### src/hdl/cws_pkg.sv
// Package for the catapult winch sequencer: mode codes, register indexes,
// reset values and the status/result structs shared by the block's modules.
// No dependencies.
package cws_pkg;

    // Mode codes
    localparam logic [2:0] MODE_IDLE    = 3'd0;
    localparam logic [2:0] MODE_LOADING = 3'd1;
    localparam logic [2:0] MODE_ARMED   = 3'd2;
    localparam logic [2:0] MODE_FIRING  = 3'd3;
    localparam logic [2:0] MODE_UNWIND  = 3'd4;
    localparam logic [2:0] MODE_UNWOUND = 3'd5;

    // Configuration port
    localparam int CFG_IDX_BITS  = 1;
    localparam int CFG_DATA_BITS = 16;
    localparam logic [CFG_IDX_BITS-1:0] CFG_SHOOT_DELAY = 1'd0;
    localparam logic [CFG_IDX_BITS-1:0] CFG_DRIVE_SPEED = 1'd1;

    localparam logic [15:0]        SHOOT_DELAY_RST = 16'd1000;
    localparam logic signed [15:0] DRIVE_SPEED_RST = 16'sd26214;  // 0.8 in Q1.15

    localparam int TIMER_BITS_DEF = 16;

    // Sequencer state other than the firing timer
    typedef struct packed {
        logic [2:0] mode;
        logic       photo_prev;
    } seq_state_t;

    // One result item
    typedef struct packed {
        logic signed [15:0] drive_level;
        logic [2:0]         mode_now;
    } result_t;

    // Configuration values as seen by the step logic
    typedef struct packed {
        logic [15:0]        shoot_delay_ms;
        logic signed [15:0] drive_speed;
    } cfg_t;

endpackage

### src/hdl/cws_channels.sv
// Handshake channels of the catapult winch sequencer: input items and result items.
// Depends on nothing.
interface cws_item_if;
    logic       valid;
    logic       ready;
    logic       shoot_button;
    logic       arm_button;
    logic       unwind_button;
    logic       photo_level;
    logic [7:0] elapsed_ms;

    modport source (output valid, shoot_button, arm_button, unwind_button,
                    photo_level, elapsed_ms, input ready);
    modport sink   (input valid, shoot_button, arm_button, unwind_button,
                    photo_level, elapsed_ms, output ready);
endinterface

interface cws_result_if;
    logic               valid;
    logic               ready;
    logic signed [15:0] drive_level;
    logic [2:0]         mode_now;

    modport source (output valid, drive_level, mode_now, input ready);
    modport sink   (input valid, drive_level, mode_now, output ready);
endinterface

### src/hdl/cws_cfg.sv
// Configuration registers of the winch sequencer: firing delay and drive speed.
// Depends on cws_pkg.
module cws_cfg (
    input  logic                               clk,
    input  logic                               rst_n,
    input  logic                               cfg_we,
    input  logic [cws_pkg::CFG_IDX_BITS-1:0]   cfg_index,
    input  logic [cws_pkg::CFG_DATA_BITS-1:0]  cfg_data,
    output cws_pkg::cfg_t                      cfg
);
    import cws_pkg::*;

    logic [15:0]        shoot_delay_reg;
    logic signed [15:0] drive_speed_reg;

    always_ff @(posedge clk or negedge rst_n)
    begin
        if (!rst_n)
        begin
            shoot_delay_reg <= SHOOT_DELAY_RST;
            drive_speed_reg <= DRIVE_SPEED_RST;
        end
        else if (cfg_we)
        begin
            case (cfg_index)
                CFG_SHOOT_DELAY: shoot_delay_reg <= cfg_data[15:0];
                CFG_DRIVE_SPEED: drive_speed_reg <= signed'(cfg_data[15:0]);
                default: ;
            endcase
        end
    end

    assign cfg.shoot_delay_ms = shoot_delay_reg;
    assign cfg.drive_speed    = drive_speed_reg;

endmodule

### src/hdl/cws_step.sv
// Next-mode, firing timer and drive logic for one control period.
// Depends on cws_pkg.
module cws_step #(
    parameter int TIMER_BITS = cws_pkg::TIMER_BITS_DEF
) (
    input  cws_pkg::seq_state_t    state,
    input  logic [TIMER_BITS-1:0]  timer,
    input  cws_pkg::cfg_t          cfg,
    input  logic                   shoot_button,
    input  logic                   arm_button,
    input  logic                   unwind_button,
    input  logic                   photo_level,
    input  logic [7:0]             elapsed_ms,
    output cws_pkg::seq_state_t    state_next,
    output logic [TIMER_BITS-1:0]  timer_next,
    output cws_pkg::result_t       result
);
    import cws_pkg::*;

    localparam int CMP_BITS = (TIMER_BITS > 16) ? TIMER_BITS : 16;

    logic                  rise;
    logic [TIMER_BITS:0]   sum;
    logic [TIMER_BITS-1:0] timer_sat;
    logic                  timer_done;
    logic signed [16:0]    neg_speed;
    logic signed [16:0]    half_neg;
    logic [2:0]            mode_next;
    logic signed [15:0]    drive;

    assign rise = photo_level & ~state.photo_prev;

    // Saturating timer advance
    assign sum        = {1'b0, timer} + (TIMER_BITS+1)'(elapsed_ms);
    assign timer_sat  = sum[TIMER_BITS] ? {TIMER_BITS{1'b1}} : sum[TIMER_BITS-1:0];
    assign timer_done = CMP_BITS'(timer_sat) >= CMP_BITS'(cfg.shoot_delay_ms);

    // Minus half speed, rounded towards minus infinity
    assign neg_speed = -{cfg.drive_speed[15], cfg.drive_speed};
    assign half_neg  = neg_speed >>> 1;

    always_comb
    begin
        mode_next  = state.mode;
        timer_next = timer;
        drive      = '0;
        case (state.mode)
            MODE_IDLE:
            begin
                if (arm_button)
                    mode_next = MODE_LOADING;
                else if (unwind_button)
                    mode_next = MODE_UNWIND;
            end
            MODE_LOADING:
            begin
                drive = cfg.drive_speed;
                if (rise)
                    mode_next = MODE_ARMED;
                else if (!arm_button)
                    mode_next = MODE_IDLE;
            end
            MODE_ARMED:
            begin
                if (shoot_button)
                begin
                    mode_next  = MODE_FIRING;
                    timer_next = '0;
                end
                else if (unwind_button)
                    mode_next = MODE_UNWIND;
            end
            MODE_FIRING:
            begin
                if (timer_done)
                begin
                    timer_next = '0;
                    mode_next  = MODE_IDLE;
                end
                else
                begin
                    timer_next = timer_sat;
                    drive      = cfg.drive_speed;
                end
            end
            MODE_UNWIND:
            begin
                drive = half_neg[15:0];
                if (!unwind_button)
                    mode_next = MODE_IDLE;
                else if (rise)
                    mode_next = MODE_UNWOUND;
            end
            MODE_UNWOUND:
            begin
                if (arm_button)
                    mode_next = MODE_LOADING;
            end
            default:
                mode_next = MODE_IDLE;
        endcase
    end

    assign state_next.mode       = mode_next;
    assign state_next.photo_prev = photo_level;
    assign result.drive_level    = drive;
    assign result.mode_now       = mode_next;

endmodule

### src/hdl/catapult_winch_sequencer.sv
// Catapult winch sequencer, top level. Depends on cws_pkg, cws_channels, cws_cfg, cws_step.
// An item is held in the input register, then its result is loaded into the result register
// and offered from there; throughput is one item per cycle while the result register is empty
// or being drained, set by the single-pass step logic between the two registers.
// Reset (rst_n, asynchronous, active low): mode idle, firing timer and photo history
// cleared, both stages empty, delay 1000 ms and drive speed 0.8.
module catapult_winch_sequencer #(
    parameter int TIMER_BITS = cws_pkg::TIMER_BITS_DEF
) (
    input  logic                               clk,
    input  logic                               rst_n,
    cws_item_if.sink                           item,
    cws_result_if.source                       result,
    input  logic                               cfg_we,
    input  logic [cws_pkg::CFG_IDX_BITS-1:0]   cfg_index,
    input  logic [cws_pkg::CFG_DATA_BITS-1:0]  cfg_data
);
    import cws_pkg::*;

    cfg_t cfg;

    // Input register
    logic       in_valid_reg;
    logic       shoot_reg;
    logic       arm_reg;
    logic       unwind_reg;
    logic       photo_reg;
    logic [7:0] elapsed_reg;

    // Sequencer state, advanced once per item that moves into the result register
    seq_state_t            state_reg;
    seq_state_t            state_next;
    logic [TIMER_BITS-1:0] timer_reg;
    logic [TIMER_BITS-1:0] timer_next;

    // Result register
    logic    out_valid_reg;
    result_t out_reg;
    result_t out_next;

    logic advance;

    cws_cfg u_cfg (
        .clk       (clk),
        .rst_n     (rst_n),
        .cfg_we    (cfg_we),
        .cfg_index (cfg_index),
        .cfg_data  (cfg_data),
        .cfg       (cfg)
    );

    cws_step #(
        .TIMER_BITS (TIMER_BITS)
    ) u_step (
        .state         (state_reg),
        .timer         (timer_reg),
        .cfg           (cfg),
        .shoot_button  (shoot_reg),
        .arm_button    (arm_reg),
        .unwind_button (unwind_reg),
        .photo_level   (photo_reg),
        .elapsed_ms    (elapsed_reg),
        .state_next    (state_next),
        .timer_next    (timer_next),
        .result        (out_next)
    );

    // The result register can take a new value when empty or being drained;
    // the input register frees up in the same cycle, so a transfer per cycle holds.
    assign advance    = !out_valid_reg || result.ready;
    assign item.ready = !in_valid_reg || advance;

    // Capture the incoming transfer
    always_ff @(posedge clk or negedge rst_n)
    begin
        if (!rst_n)
            in_valid_reg <= 1'b0;
        else if (item.ready)
            in_valid_reg <= item.valid;
    end

    always_ff @(posedge clk)
    begin
        if (item.ready && item.valid)
        begin
            shoot_reg   <= item.shoot_button;
            arm_reg     <= item.arm_button;
            unwind_reg  <= item.unwind_button;
            photo_reg   <= item.photo_level;
            elapsed_reg <= item.elapsed_ms;
        end
    end

    // Step the sequencer only when a held item moves forward
    always_ff @(posedge clk or negedge rst_n)
    begin
        if (!rst_n)
        begin
            state_reg.mode       <= MODE_IDLE;
            state_reg.photo_prev <= 1'b0;
            timer_reg            <= '0;
        end
        else if (advance && in_valid_reg)
        begin
            state_reg <= state_next;
            timer_reg <= timer_next;
        end
    end

    // Result register: load a fresh result, or drop the one just transferred
    always_ff @(posedge clk or negedge rst_n)
    begin
        if (!rst_n)
            out_valid_reg <= 1'b0;
        else if (advance)
            out_valid_reg <= in_valid_reg;
    end

    always_ff @(posedge clk)
    begin
        if (advance && in_valid_reg)
            out_reg <= out_next;
    end

    assign result.valid       = out_valid_reg;
    assign result.drive_level = out_reg.drive_level;
    assign result.mode_now    = out_reg.mode_now;

endmodule

### src/flat_wrapper.sv
// flat-port wrapper written by rule: the top's interface ports become plain ports
module catapult_winch_sequencer_flat import cws_pkg::*;
#(
    parameter int TIMER_BITS = cws_pkg::TIMER_BITS_DEF
)
  (clk, rst_n, cfg_we, cfg_index, cfg_data, item_valid, item_shoot_button, item_arm_button, item_unwind_button, item_photo_level, item_elapsed_ms, item_ready, result_valid, result_drive_level, result_mode_now, result_ready);
  cws_item_if item_i ();
  cws_result_if result_i ();
  input  logic clk;
  input  logic rst_n;
  input  logic cfg_we;
  input  logic [cws_pkg::CFG_IDX_BITS-1:0] cfg_index;
  input  logic [cws_pkg::CFG_DATA_BITS-1:0] cfg_data;
  input wire logic [$bits(item_i.valid)-1:0] item_valid;
  input wire logic [$bits(item_i.shoot_button)-1:0] item_shoot_button;
  input wire logic [$bits(item_i.arm_button)-1:0] item_arm_button;
  input wire logic [$bits(item_i.unwind_button)-1:0] item_unwind_button;
  input wire logic [$bits(item_i.photo_level)-1:0] item_photo_level;
  input wire logic [$bits(item_i.elapsed_ms)-1:0] item_elapsed_ms;
  output wire logic [$bits(item_i.ready)-1:0] item_ready;
  output wire logic [$bits(result_i.valid)-1:0] result_valid;
  output wire logic [$bits(result_i.drive_level)-1:0] result_drive_level;
  output wire logic [$bits(result_i.mode_now)-1:0] result_mode_now;
  input wire logic [$bits(result_i.ready)-1:0] result_ready;
  assign item_i.valid = item_valid;
  assign item_i.shoot_button = item_shoot_button;
  assign item_i.arm_button = item_arm_button;
  assign item_i.unwind_button = item_unwind_button;
  assign item_i.photo_level = item_photo_level;
  assign item_i.elapsed_ms = item_elapsed_ms;
  assign item_ready = item_i.ready;
  assign result_valid = result_i.valid;
  assign result_drive_level = result_i.drive_level;
  assign result_mode_now = result_i.mode_now;
  assign result_i.ready = result_ready;
  catapult_winch_sequencer #(.TIMER_BITS(TIMER_BITS)) u_core (.clk(clk), .rst_n(rst_n), .item(item_i), .result(result_i), .cfg_we(cfg_we), .cfg_index(cfg_index), .cfg_data(cfg_data));
endmodule
### config.mk
export PLATFORM = sky130hd
export DESIGN_NAME = catapult_winch_sequencer_flat
export DESIGN_NICKNAME = d
export VERILOG_FILES = /design/src/hdl/cws_pkg.sv /design/src/hdl/cws_channels.sv /design/src/hdl/cws_cfg.sv /design/src/hdl/cws_step.sv /design/src/hdl/catapult_winch_sequencer.sv /design/src/flat_wrapper.sv
export SDC_FILE = /design/constraint.sdc
export NUM_CORES = 1
export LEC_CHECK = 0
export BUFFER_PORTS_ARGS = -buffer_cell sky130_fd_sc_hd__buf_2
export CAP_MARGIN = 0
export CELL_PAD_IN_SITES_DETAIL_PLACEMENT = 0
export CELL_PAD_IN_SITES_GLOBAL_PLACEMENT = 1
export CORE_MARGIN = 2
export CORE_UTILIZATION = 50
export CTS_CLUSTER_DIAMETER = 150
export DETAILED_ROUTE_END_ITERATION = 10
export PLACE_DENSITY_LB_ADDON = 0.1
export SLEW_MARGIN = 25
export SYNTH_ARGS = -nofsm -noshare
export SYNTH_HDL_FRONTEND = slang
export SYNTH_SLANG_ARGS = --single-unit
### constraint.sdc
create_clock -name clk -period 10.6 [get_ports clk]
set_clock_uncertainty 0.15 [all_clocks]
set_input_delay 1.06 -clock clk [delete_from_list [all_inputs] [get_ports clk]]
set_output_delay 1.06 -clock clk [all_outputs]
set_load 0.005 [all_outputs]
# After elaboration in Yosys (flattened, before gate mapping)
# Cells that the tools add are included.
[totals]
regBits = 85
in_bits = 34
word_cells = 53
[classes]
add_sub_neg = 2
order_cmp = 1
n_eq_ne = 6
muxes = 16
bitwise_logic = 3
reduce_logical = 11
[op_table]
columns = ["op", "n"]
rows = [
  ["$mux 16", 4],
  ["$pmux 16 s3", 1],
  ["$pmux 16 s2", 1],
  ["$mux 3", 9],
  ["$pmux 3 s6", 1],
  ["$add 16x8->17", 1],
  ["$neg 17->17", 1],
  ["$ge 16x16->1", 1],
  ["$eq 3x2->1 const B", 2],
  ["$eq 3x3->1 const B", 2],
  ["$reduce_and 2->1", 2],
  ["$eq 3x1->1 const B", 1],
  ["$logic_not 3->1", 1],
  ["$reduce_and 3->1", 1],
  ["$logic_and 1x1->1", 2],
  ["$logic_not 1->1", 2],
  ["$logic_or 1x1->1", 2],
  ["$ne 2x1->1 const B", 1],
  ["$not 1->1", 2],
  ["$reduce_bool 2->1", 1],
  ["$and 1x1->1", 1],
]

# Logic depth before layout (Yosys ltp)
# Gate-level depths: netlist (run 1).
[logic_depth]
depth_word = 5
ltp_mapped = 17
mapped_depth_nobuf = 15

# By module
# From an unflattened synthesis (run 1), not the netlist that was laid out.
[hier_totals]
hier_cells = 433
hier_area_um2 = 5004.8
[by_module_without_submodules]
columns = ["mod", "instances", "cells_per_inst", "area_per_inst_um2"]
rows = [
  ["cws_step", 1, 282, 1879.3],
  ["catapult_winch_sequencer", 1, 82, 1855.5],
  ["cws_cfg", 1, 69, 1270.0],
]

# Worst setup path after synthesis (run 1)
# No wires, ideal clock.
[synth_timing]
path_type = "register to register"
from = "reg u_core.timer_reg[0]"
to = "reg u_core.out_reg, in the netlist u_core.result.drive_level[1] (data pin)"
t_arrival_ps = 3869
required_time_ps = 10194
setup_slack_ps = 6325
path_stages_with_launch = 17
n_path_buf = 2
synth_period_minus_slack_ps = 4275
cell_sequence = "dfrtp_1 ha_1 fa_1 a211oi_1 o211ai_1 a21o_1 buf_2 and2_1 or3b_1 ha_1 nand4_1 nor2_2 nand4_1 o211ai_4 a21oi_4 buf_6 a22o_4"
[synth_rtl]
columns = ["item", "line", "rtl"]
rows = [
  ["from (decl)", "catapult_winch_sequencer.sv:33", "logic [TIMER_BITS-1:0] timer_reg;"],
  ["from (signal assigned)", "catapult_winch_sequencer.sv:106", "timer_reg <= timer_next;"],
  ["to (signal assigned)", "catapult_winch_sequencer.sv:122", "out_reg <= out_next;"],
  ["to (decl)", "catapult_winch_sequencer.sv:38", "result_t out_reg;"],
]

==> run summary, run 1 <==
==================================================================================================
Critical path fanouts, max                                                                      18
Clk sink count                                                                                  85
Main flop type after synthesis                                                             dfrtp_1
Clock transition time at the flip-flop clock pins of the worst setup and hold paths        0.09 ns
Number of buffers inserted during clock tree synthesis                                           9
Most frequent cell after synthesis                                                         nand2_1
Final count of negative-setup-slack endpoints                                                    0
Min cycle time layout                                                                      4.70 ns
Via count of the first global-routing pass                                                    3268
Average routed wire per standard cell                                                      14.9 um
Post_cts resized                                                                                 0
Seq pwr share                                                                                0.433
Maximum number of pins on one net before global-route repair                                    55
Final hold violations                                                                            0
CP Data Arrival Time                                                                       4.79 ns
Total overflow reported by the global router                                                     0
Detailed-router iteration count before antenna repair                                            4
CTS tree                                                                                       yes
Peak supply drop                                                                         0.0898 mV
Type of element capturing the critical path                                               register
Period utilization                                                                           0.443
Global router's overall resource usage                                                       0.194
CP max stage cell                                                                          nand2_1
Net count after synthesis                                                                      498
Placed cell count                                                                              589
Hold Buf Count CTS                                                                               0
Root buffer cell                                                                          clkbuf_8
H-Tree Level Count                                                                               3
Fillcell total                                                                                 781
Share of the synthesized area in the top cell type                                           0.211
Synth area leaders                                                                    dfrtp_1, edfxtp_1, dfstp_2
Startpoint types                                                                          register
Share of flip-flops with an asynchronous set or reset after synthesis                        0.635
Post-Syn Instances                                                                             438
DRC viols                                                                                        0
Total Negative Setup Slacks                                                                   0 ns
Post-DP HPWL                                                                               6680 um
Peak per-stage delay on the critical path                                                  0.47 ns
Clock latency on the worst-skew pair                                                       0.36 ns
Switch Pwr                                                                              0.000356 W
Final-stage net count                                                                          549
Post-DR vias/cell                                                                             5.52
Starting DRT DRC Count                                                                          71
Class of the tightest hold or removal check                                           register to register
Internal power consumption                                                              0.000717 W
Die Height                                                                                  101 um
Number of cells in the finished layout apart from fillers                                      605
Number of setup buffers added after CTS                                                          0
Number of cell rows                                                                             35
Total detailed-routing wirelength                                                          9020 um
CP cell instances                                                                     ha_1 > fa_1 > a211oi_1 > o211ai_1 > a21o_1 > nand2_1 > nand2_1 > ha_1 > a21oi_1 > nand2_1 > a2111oi_4 > o211ai_4 > a21oi_4 > mux2_2
Setup repair after global routing missed its margin                                          false
Switching part of the total power                                                            0.332
First-pass GRT wire length                                                                15600 um
Synth cell types                                                                                60
Share of total power in combinational logic                                                  0.326
Category of the most critical setup path                                              register to register
Share of final-layout standard cells stronger than drive strength 1                          0.255
Worst max-slew margin expressed relative to the limit                                        0.425
Portion of total power attributed to the clock network                                       0.241
Number of storage elements in the synthesis netlist                                             85
Result of the run                                                                        completed
Synthesis warning total                                                                          0
Slew @ Worst Pin                                                                          0.863 ns
Area overhead of the layout relative to synthesis                                            12.1%
Vias                                                                                          3341
Most frequent cells after synthesis                                                   nand2_1, dfrtp_1, o21ai_0, edfxtp_1, ha_1
Mean post-synth cell area                                                                 10.8 um2
Required @ worst endpoint                                                                 10.69 ns
Crit path max-delay family                                                            compound AO/OA/AOI/OAI gates
Std-Cell Core Area                                                                     0.00920 mm2
Detail Route Antenna Nets                                                                        0
Initial antenna violation count                                                                  0
Share of synthesized area occupied by flip-flops and latches                                 0.486
Area of the die                                                                         0.0103 mm2
Number of flops mapped to enable cells by yosys                                                 31
Peak clock frequency supported by timing                                                   213 MHz
Weighted congestion at the end of routability-driven global placement                        0.830
Leak pwr                                                                                   2.38 nW
Cell occurring most often along the worst timing path                                      nand2_1
Port buffer count                                                                               54
Number of antenna diodes                                                                         0
Biggest area consumer among synthesized cells                                              dfrtp_1
Critical path buffer and inverter count                                                          0
Power per Cell Area                                                                     202 mW/mm2
Number of pins with negative max-slew slack in the final report                                  0
Effective utilization at floorplan                                                           0.515
Maximum number of buffers from clock root to sink                                                2
Area of the mapped netlist                                                             0.00474 mm2
Max-cap violation count                                                                          0
Number of top-level design ports                                                                55
Die Width                                                                                   101 um
==================================================================================================
[placed cells by master (no fill, tap or decap), drive strengths merged, types with 3 or more instances in the layout]
cell type,netlist,routed
nand3b,4,4
and3,5,5
ha,25,25
a31oi,3,3
nand2b,13,13
nor3,7,7
dfrtp,40,40
a21bo,6,6
a21o,11,11
a21oi,18,18
nor2b,12,12
o31ai,4,4
nand3,7,7
dfstp,14,14
xor2,9,9
buf,4,55
mux2,24,24
edfxtp,31,31
a2bb2oi,4,4
nor2,25,25
o21a,4,4
a22o,8,8
o211ai,5,5
o21ai,33,33
a211oi,7,7
o31a,3,3
nand2,45,45
inv,21,23
clkbuf,11,10
xnor2,6,6
[stage by stage]
step	setup slack (ns)	cell area [um2]	hold WS, ns	total power, W	util
floorplan	6.33	4740	0.305	0.000733	-
finish	5.90	5310	0.339	0.00107	0.577
CTS	5.89	5300	0.344	0.00108	0.576
detailed placement	5.95	5080	0.325	0.000823	0.552
global route	5.54	5310	0.368	0.00115	0.577
global placement	6.07	5080	0.320	0.000812	0.552
[power by group through the flow]
stage,sequential (W),combinational [W],clock (W)
2_1_floorplan,0.000459,0.000275,0
3_3_place_gp,0.000470,0.000343,0
3_5_place_dp,0.000471,0.000352,0
4_1_cts,0.000465,0.000354,0.000265
5_1_grt,0.000475,0.000399,0.000276
6_report,0.000464,0.000350,0.000258
[routing by layer]
metal | global-route usage | wire, um
met3 | 0.0317 | 265
met2 | 0.322 | 4340
met4 | 0.0717 | 157
met5 | 0 | 0
met1 | 0.259 | 4260
[cell families (layout without fill, tap and decap cells)]
group,after synthesis,in the layout,synth area share
buffers and inverters,36,92,0.0330
XOR/XNOR,15,15,0.0277
flip-flops,85,85,0.486
multiplexers,26,26,0.0613
adder cells (fa/ha/maj),26,26,0.0703
AND/OR/NAND/NOR,132,132,0.140
AO/OA/AOI/OAI,118,118,0.182
[area by class of cell]
type                    instances  area (um2)  share of cell area
clock inverters                 6        95.1              0.0179
clock buffers                  10         128              0.0240
repair buffers                 55         278              0.0523
inverters                      21        78.8              0.0149
well taps                     111         139              0.0262
flip-flops and latches         85        2300               0.433
multi-input cells             317        2290               0.431
[final timing paths]
path / to / start / slack (ns) / cells past startpoint
max: u_core.result.drive_level[15] / u_core.timer_reg[0] / 5.90 / 14
min: u_core.timer_reg[3] / u_core.timer_reg[3] / 0.34 / 1
max reg2reg: u_core.result.drive_level[15] / u_core.timer_reg[0] / 5.90 / 14
min reg2reg: u_core.timer_reg[3] / u_core.timer_reg[3] / 0.34 / 1
max in group asynchronous: u_core.u_cfg.drive_speed_reg[8] / rst_n / 9.18 / 2
min in group asynchronous: u_core.timer_reg[8] / rst_n / 0.67 / 2
[worst register-to-register path, stage by stage, from the launching register on]
cell,delay [ns]
dfrtp_1,0.39
ha_1,0.24
fa_1,0.42
a211oi_1,0.35
o211ai_1,0.14
a21o_1,0.28
nand2_1,0.47
nand2_1,0.13
ha_1,0.34
a21oi_1,0.14
nand2_1,0.10
a2111oi_4,0.46
o211ai_4,0.23
a21oi_4,0.47
mux2_2,0.26
Note: power is estimated with default switching activity, not from simulation.
==> run 2: changes to the inputs <==
--- a/config.mk
+++ b/config.mk
@@ -10,7 +10,7 @@
 export CELL_PAD_IN_SITES_DETAIL_PLACEMENT = 0
 export CELL_PAD_IN_SITES_GLOBAL_PLACEMENT = 1
 export CORE_MARGIN = 2
-export CORE_UTILIZATION = 50
+export CORE_UTILIZATION = 46
 export CTS_CLUSTER_DIAMETER = 150
 export DETAILED_ROUTE_END_ITERATION = 10
 export PLACE_DENSITY_LB_ADDON = 0.1
==> constraint.sdc (replaced) <==
create_clock -name clk -period 4.4 [get_ports clk]
set_clock_uncertainty 0.15 [all_clocks]
set_input_delay 0.44 -clock clk [delete_from_list [all_inputs] [get_ports clk]]
set_output_delay 0.44 -clock clk [all_outputs]
set_load 0.005 [all_outputs]
==> run 2 against run 1 <==
Sequential cell count did not move. Clock power is 140% higher. Combinational power increased to 2.6 times the previous value. Fmax up 14%. Worst setup slack worse by 5.6 ns. Count of clock-buffer cells in the layout unchanged. Die area rose by 8.4%. Routed wire length rose by 3.5%. First-iteration DRC count up 58%. Design area is 2.8% higher. Largest cell class is now multi-input combinational cells. Largest power group unchanged.
==> run summary, run 2 (synthesized netlist as in run 1, its figures left out) <==
==================================================================================================
Number of antenna diodes                                                                         0   unchanged
Critical path fanouts, max                                                                      16   was 18
Most used cells in the layout excluding fill and tap cells                            buf_2, nand2_1, dfrtp_1, o21ai_0, edfxtp_1   unchanged
Global routing's busiest layer                                                                met2   unchanged
Final Core Density                                                                           0.538   was 0.577
Port buffer count                                                                               54   unchanged
Total Negative Setup Slacks                                                                   0 ns   unchanged
Slew @ Worst Pin                                                                           1.01 ns   was 0.863 ns
Clock transition time at the flip-flop clock pins of the worst setup and hold paths        0.09 ns   about the same
Result of the run                                                                        completed   unchanged
Min cycle time layout                                                                      4.12 ns   was 4.70 ns
Root buffer cell                                                                          clkbuf_8   unchanged
Peak clock frequency supported by timing                                                   243 MHz   was 213 MHz
CTS tree                                                                                       yes   unchanged
Final hold violations                                                                            0   unchanged
Type of element capturing the critical path                                               register   unchanged
Leak pwr                                                                                   2.43 nW   was 2.38 nW
Clock latency on the worst-skew pair                                                       0.36 ns   about the same
Source of the worst register-to-register timing path                                  u_core.elapsed_reg[0]   was u_core.timer_reg[0]
Period utilization                                                                           0.935   was 0.443
GR Util met2                                                                                 0.309   was 0.322
Final count of negative-setup-slack endpoints                                                    0   unchanged
Weighted congestion at the end of routability-driven global placement                        0.823   was 0.830
Final-stage net count                                                                          561   was 549
Clk sink count                                                                                  85   unchanged
Std-Cell Core Area                                                                      0.0101 mm2   was 0.00920 mm2
Power per Cell Area                                                                     487 mW/mm2   was 202 mW/mm2
Effective utilization at floorplan                                                           0.467   was 0.515
Commonest non-fill, non-tap cell in the layout                                               buf_2   unchanged
Maximum number of buffers from clock root to sink                                                2   unchanged
Critical path origin                                                                  u_core.elapsed_reg[0]   was u_core.timer_reg[0]
Initial antenna violation count                                                                  0   unchanged
Max-cap violation count                                                                          0   unchanged
Share of final-layout standard cells stronger than drive strength 1                          0.285   was 0.255
Detailed-router iteration count before antenna repair                                            4   unchanged
Starting DRT DRC Count                                                                         112   was 71
Met1 usage in global routing                                                                 0.238   was 0.259
Die Width                                                                                   105 um   was 101 um
H-Tree Level Count                                                                               3   unchanged
Total detailed-routing wirelength                                                          9340 um   was 9020 um
CP Data Arrival Time                                                                       4.19 ns   was 4.79 ns
Startpoint types                                                                          register   unchanged
Post-DR vias/cell                                                                             5.24   was 5.52
Average routed wire per standard cell                                                      14.5 um   was 14.9 um
DRC viols                                                                                        0   unchanged
Area of the die                                                                         0.0111 mm2   was 0.0103 mm2
Global router's overall resource usage                                                       0.183   was 0.194
Total overflow reported by the global router                                                     0   unchanged
Number of pins with negative max-slew slack in the final report                                  0   unchanged
Die Height                                                                                  105 um   was 101 um
Post-DP HPWL                                                                               7000 um   was 6680 um
Logic depth of the worst register-to-register path                                              17   was 14
Met3 Usage GRT                                                                              0.0291   was 0.0317
Category of the most critical setup path                                              register to register   unchanged
First-pass GRT wire length                                                                16300 um   was 15600 um
Class of the tightest hold or removal check                                           input pin to asynchronous set/reset pin   was register to register
Setup repair after global routing missed its margin                                          false   unchanged
Maximum number of pins on one net before global-route repair                                    55   unchanged
Worst max-slew margin expressed relative to the limit                                        0.325   was 0.425
Vias                                                                                          3367   was 3341
Number of cell rows                                                                             37   was 35
Number of buffers inserted during clock tree synthesis                                           9   unchanged
Via count of the first global-routing pass                                                    3360   was 3268
Peak supply drop                                                                          0.244 mV   was 0.0898 mV
Area overhead of the layout relative to synthesis                                            15.2%   was 12.1%
Detail Route Antenna Nets                                                                        0   unchanged
Required @ worst endpoint                                                                  4.48 ns   was 10.69 ns
Number of top-level design ports                                                                55   unchanged
==================================================================================================
==> run 2: path summary, 6_finish.rpt <==
check	endpoint	slack (ns)
min	u_core.u_cfg.drive_speed_reg[11]	0.04
min reg2reg	u_core.timer_reg[3]	0.34
max reg2reg	u_core.result.drive_level[15]	0.28
min in group clk	u_core.elapsed_reg[1]	0.10
max	u_core.result.drive_level[15]	0.28
max in group asynchronous	u_core.timer_reg[8]	3.59
==> run 2: worst max-delay path, cell delays in order (launching register included) <==
cell	delay [ns]
edfxtp_1	0.39
ha_2	0.21
fa_2	0.37
a211oi_2	0.22
o211ai_1	0.12
a21o_2	0.23
buf_4	0.15
nand3_1	0.13
mux2_2	0.35
ha_1	0.28
nand4_1	0.14
nor2_2	0.06
buf_4	0.14
a2111oi_4	0.41
o211ai_4	0.14
a21oi_4	0.18
buf_12	0.16
mux2_2	0.15
==> run 2: repair_timing <==
item,4_1_cts,5_1_grt
endpoints found under the setup margin,4,34
cloned,0,0
pin swaps,0,7
buffers inserted,0,5
resized for setup,1,6
hold buffers,0,0
==> run 2: power breakdown <==
group	switching [W]	internal, W
sequential	0.000114	0.00101
combinational	0.000472	0.000447
clock	0.000295	0.000320
total	0.000880	0.00177
==> run 2: through the flow <==
stage               hold slack [ns]  cells  power [W]  area, um2  worst slack [ns]
finish                       0.0397    642    0.00265       5460             0.285
CTS                          0.0782    637    0.00265       5400            0.0462
detailed placement            0.327    621    0.00203       5180            0.0137
global placement              0.319    621    0.00201       5170             0.101
floorplan                  -0.00559    438    0.00177       4740             0.125
global route                 0.0859    642    0.00284       5460            0.0122
==> run 2: cell type report <==
type                    instances  area [um2]
multi-input cells             317        2310
flip-flops and latches         85        2300
clock inverters                 6        87.6
fillers                       924        4680
well taps                     136         170
clock buffers                  10         128
repair buffers                 67         380
inverters                      21        78.8
==> run 2: routing by layer <==
layer,wire [um],vias to the layer above
met1,4320,1591
met3,256,11
li1,-,1715
met2,4610,50
met4,150,0
met5,0,-
==> run 3: changes to the inputs <==
--- a/config.mk
+++ b/config.mk
@@ -9,11 +9,11 @@
 export CAP_MARGIN = 0
 export CELL_PAD_IN_SITES_DETAIL_PLACEMENT = 0
 export CELL_PAD_IN_SITES_GLOBAL_PLACEMENT = 1
-export CORE_MARGIN = 2
 export CORE_UTILIZATION = 46
 export CTS_CLUSTER_DIAMETER = 150
 export DETAILED_ROUTE_END_ITERATION = 10
-export PLACE_DENSITY_LB_ADDON = 0.1
+export PLACE_DENSITY = 0.87
+export SKIP_LAST_GASP = 1
 export SLEW_MARGIN = 25
 export SYNTH_ARGS = -nofsm -noshare
 export SYNTH_HDL_FRONTEND = slang
==> run 3 against run 2 <==
Critical path depth down 1. Worst setup slack got worse by 0.054 ns. First-iteration DRC count decreased by 4.5%. Sequential cell count unchanged. Cell count down 1.1%. Die area fell by 3.8%. Largest power group unchanged. Highest routed layer unchanged.
==> run summary, run 3 (synthesized netlist as in run 1, its figures left out) <==
==================================================================================================
Area of the die                                                                         0.0107 mm2   was 0.0111 mm2
Final-stage net count                                                                          557   was 561
Commonest non-fill, non-tap cell in the layout                                               buf_2   unchanged
Startpoint types                                                                          register   unchanged
Global routing's busiest layer                                                                met2   unchanged
Effective utilization at floorplan                                                           0.480   was 0.467
Total overflow reported by the global router                                                     0   unchanged
Initial antenna violation count                                                                  0   unchanged
CTS tree                                                                                       yes   unchanged
Total detailed-routing wirelength                                                          9160 um   was 9340 um
Number of buffers inserted during clock tree synthesis                                           9   unchanged
Critical path origin                                                                  u_core.elapsed_reg[1]   was u_core.elapsed_reg[0]
Final count of negative-setup-slack endpoints                                                    0   unchanged
Slew @ Worst Pin                                                                          0.954 ns   was 1.01 ns
Peak clock frequency supported by timing                                                   240 MHz   was 243 MHz
Most used cells in the layout excluding fill and tap cells                            buf_2, nand2_1, dfrtp_1, o21ai_0, edfxtp_1   unchanged
Total Negative Setup Slacks                                                                   0 ns   unchanged
Final Core Density                                                                           0.544   was 0.538
GR Util met2                                                                                 0.320   was 0.309
Starting DRT DRC Count                                                                         107   was 112
Leak pwr                                                                                   2.39 nW   was 2.43 nW
Critical path fanouts, max                                                                      16   unchanged
Std-Cell Core Area                                                                     0.00986 mm2   was 0.0101 mm2
Power per Cell Area                                                                     471 mW/mm2   was 487 mW/mm2
Power, Total                                                                             0.00253 W   was 0.00265 W
Post-route design area                                                                 0.00536 mm2   was 0.00546 mm2
Met3 Usage GRT                                                                              0.0296   was 0.0291
Maximum number of pins on one net before global-route repair                                    55   unchanged
Source of the worst register-to-register timing path                                  u_core.elapsed_reg[1]   was u_core.elapsed_reg[0]
Clk sink count                                                                                  85   unchanged
DRC viols                                                                                        0   unchanged
Type of element capturing the critical path                                               register   unchanged
Port buffer count                                                                               54   unchanged
CP max stage cell                                                                         edfxtp_1   was a2111oi_4
Final hold violations                                                                            0   unchanged
First-pass GRT wire length                                                                15400 um   was 16300 um
Maximum number of buffers from clock root to sink                                                2   unchanged
Clock transition time at the flip-flop clock pins of the worst setup and hold paths        0.09 ns   about the same
Weighted congestion at the end of routability-driven global placement                        0.883   was 0.823
Worst slack on hold paths                                                                0.0649 ns   was 0.0397 ns
Area overhead of the layout relative to synthesis                                            13.3%   was 15.2%
Category of the most critical setup path                                              register to register   unchanged
Number of top-level design ports                                                                55   unchanged
Clock latency on the worst-skew pair                                                       0.35 ns   was 0.36 ns
Result of the run                                                                        completed   unchanged
Vias                                                                                          3393   was 3367
Period utilization                                                                           0.948   was 0.935
Required @ worst endpoint                                                                  4.47 ns   was 4.48 ns
CP Data Arrival Time                                                                       4.24 ns   was 4.19 ns
Min cycle time layout                                                                      4.17 ns   was 4.12 ns
Global router's overall resource usage                                                       0.190   was 0.183
Peak supply drop                                                                          0.204 mV   was 0.244 mV
Class of the tightest hold or removal check                                           input pin to asynchronous set/reset pin   unchanged
Cell occurring most often along the worst timing path                                         ha_1
Via count of the first global-routing pass                                                    3312   was 3360
Hold Buf Count CTS                                                                               0   unchanged
Worst max-slew margin expressed relative to the limit                                        0.361   was 0.325
Post-DP HPWL                                                                               6800 um   was 7000 um
Post-DR vias/cell                                                                             5.34   was 5.24
Max-cap violation count                                                                          0   unchanged
Root buffer cell                                                                          clkbuf_8   unchanged
Share of final-layout standard cells stronger than drive strength 1                          0.273   was 0.285
Met1 usage in global routing                                                                 0.242   was 0.238
Die Height                                                                                  103 um   was 105 um
Number of cell rows                                                                             36   was 37
Die Width                                                                                   103 um   was 105 um
CP cell instances                                                                     ha_1 > a211oi_1 > o211ai_1 > a31o_2 > nand2_1 > nor3_1 > or3b_1 > ha_1 > nand4_1 > nor2_2 > buf_4 > a2111oi_4 > o211ai_4 > a21oi_4 > buf_12 > a22o_2   was ha_2 > fa_2 > a211oi_2 > o211ai_1 > a21o_2 > buf_4 > nand3_1 > mux2_2 > ha_1 > nand4_1 > nor2_2 > buf_4 > a2111oi_4 > o211ai_4 > a21oi_4 > buf_12 > mux2_2
Peak per-stage delay on the critical path                                                  0.47 ns   was 0.41 ns
Detail Route Antenna Nets                                                                        0   unchanged
Average routed wire per standard cell                                                      14.4 um   was 14.5 um
Instance area after placement                                                          0.00517 mm2   was 0.00518 mm2
H-Tree Level Count                                                                               3   unchanged
Setup repair after global routing missed its margin                                          false   unchanged
Number of pins with negative max-slew slack in the final report                                  0   unchanged
Detailed-router iteration count before antenna repair                                            5   was 4
Number of antenna diodes                                                                         0   unchanged
==================================================================================================
==> run 3: cell types whose count changed in the layout (fill, tap and decap cells not counted), sizes merged <==
| cell | change |
|---|---|
| buf | -4 |
| bufinv | -2 |
| clkbuf | +1 |
| clkinvlp | +1 |
==> run 3: path summary, 6_finish.rpt <==
kind	to	slack, ns	cells after the start
min in group clk	u_core.elapsed_reg[1]	0.10	1
max in group asynchronous	u_core.u_cfg.drive_speed_reg[7]	3.58	2
max	u_core.result.drive_level[0]	0.23	16
max reg2reg	u_core.result.drive_level[0]	0.23	16
min reg2reg	u_core.timer_reg[4]	0.35	1
min	u_core.timer_reg[12]	0.06	2
==> run 3: area by class of cell <==
cell class,count,area (um2)
sequential,85,2300
tap,133,166
multi-input combinational,317,2300
fill,871,4500
clock inverter,5,36.3
inverter,21,78.8
clock buffer,11,131
timing repair buffer,63,350
==> run 3: repair_timing <==
| item | in CTS | in global routing |
|---|---|---|
| gates resized for setup | 0 | 5 |
| endpoints found under the hold margin | 0 | 0 |
| buffers inserted | 0 | 1 |
| setup endpoints to repair | 0 | 34 |
==> run 3: metrics by stage <==
step / setup slack (ns) / cells
finish: 0.231 / 635
global route: 0.00248 / 635
CTS: 0.0822 / 634
detailed placement: 0.0966 / 618
global placement: 0.178 / 618
floorplan: 0.125 / 438
==> run 3: worst max-delay path, delay by kind of cell (launching register included) <==
kind | cells | cell delay, ns
compound gates | 7 | 1.68
fa+ha+maj | 2 | 0.63
buf+inv | 2 | 0.29
flops | 1 | 0.47
simple gates | 5 | 0.80
==> run 3: report_power, final <==
group          internal, W  leakage, nW  total [W]  switching [W]
clock network     0.000207       0.0760   0.000494       0.000287
logic             0.000440         1.35   0.000910       0.000471
registers          0.00101        0.961    0.00112       0.000114
total              0.00165         2.39    0.00252       0.000872
==> run 3: per-layer routing <==
layer / wire length [um] / part of all wire
met1: 4200 / 0.46
met2: 4440 / 0.48
met4: 166 / 0.018
met3: 358 / 0.039
met5: 0 / 0
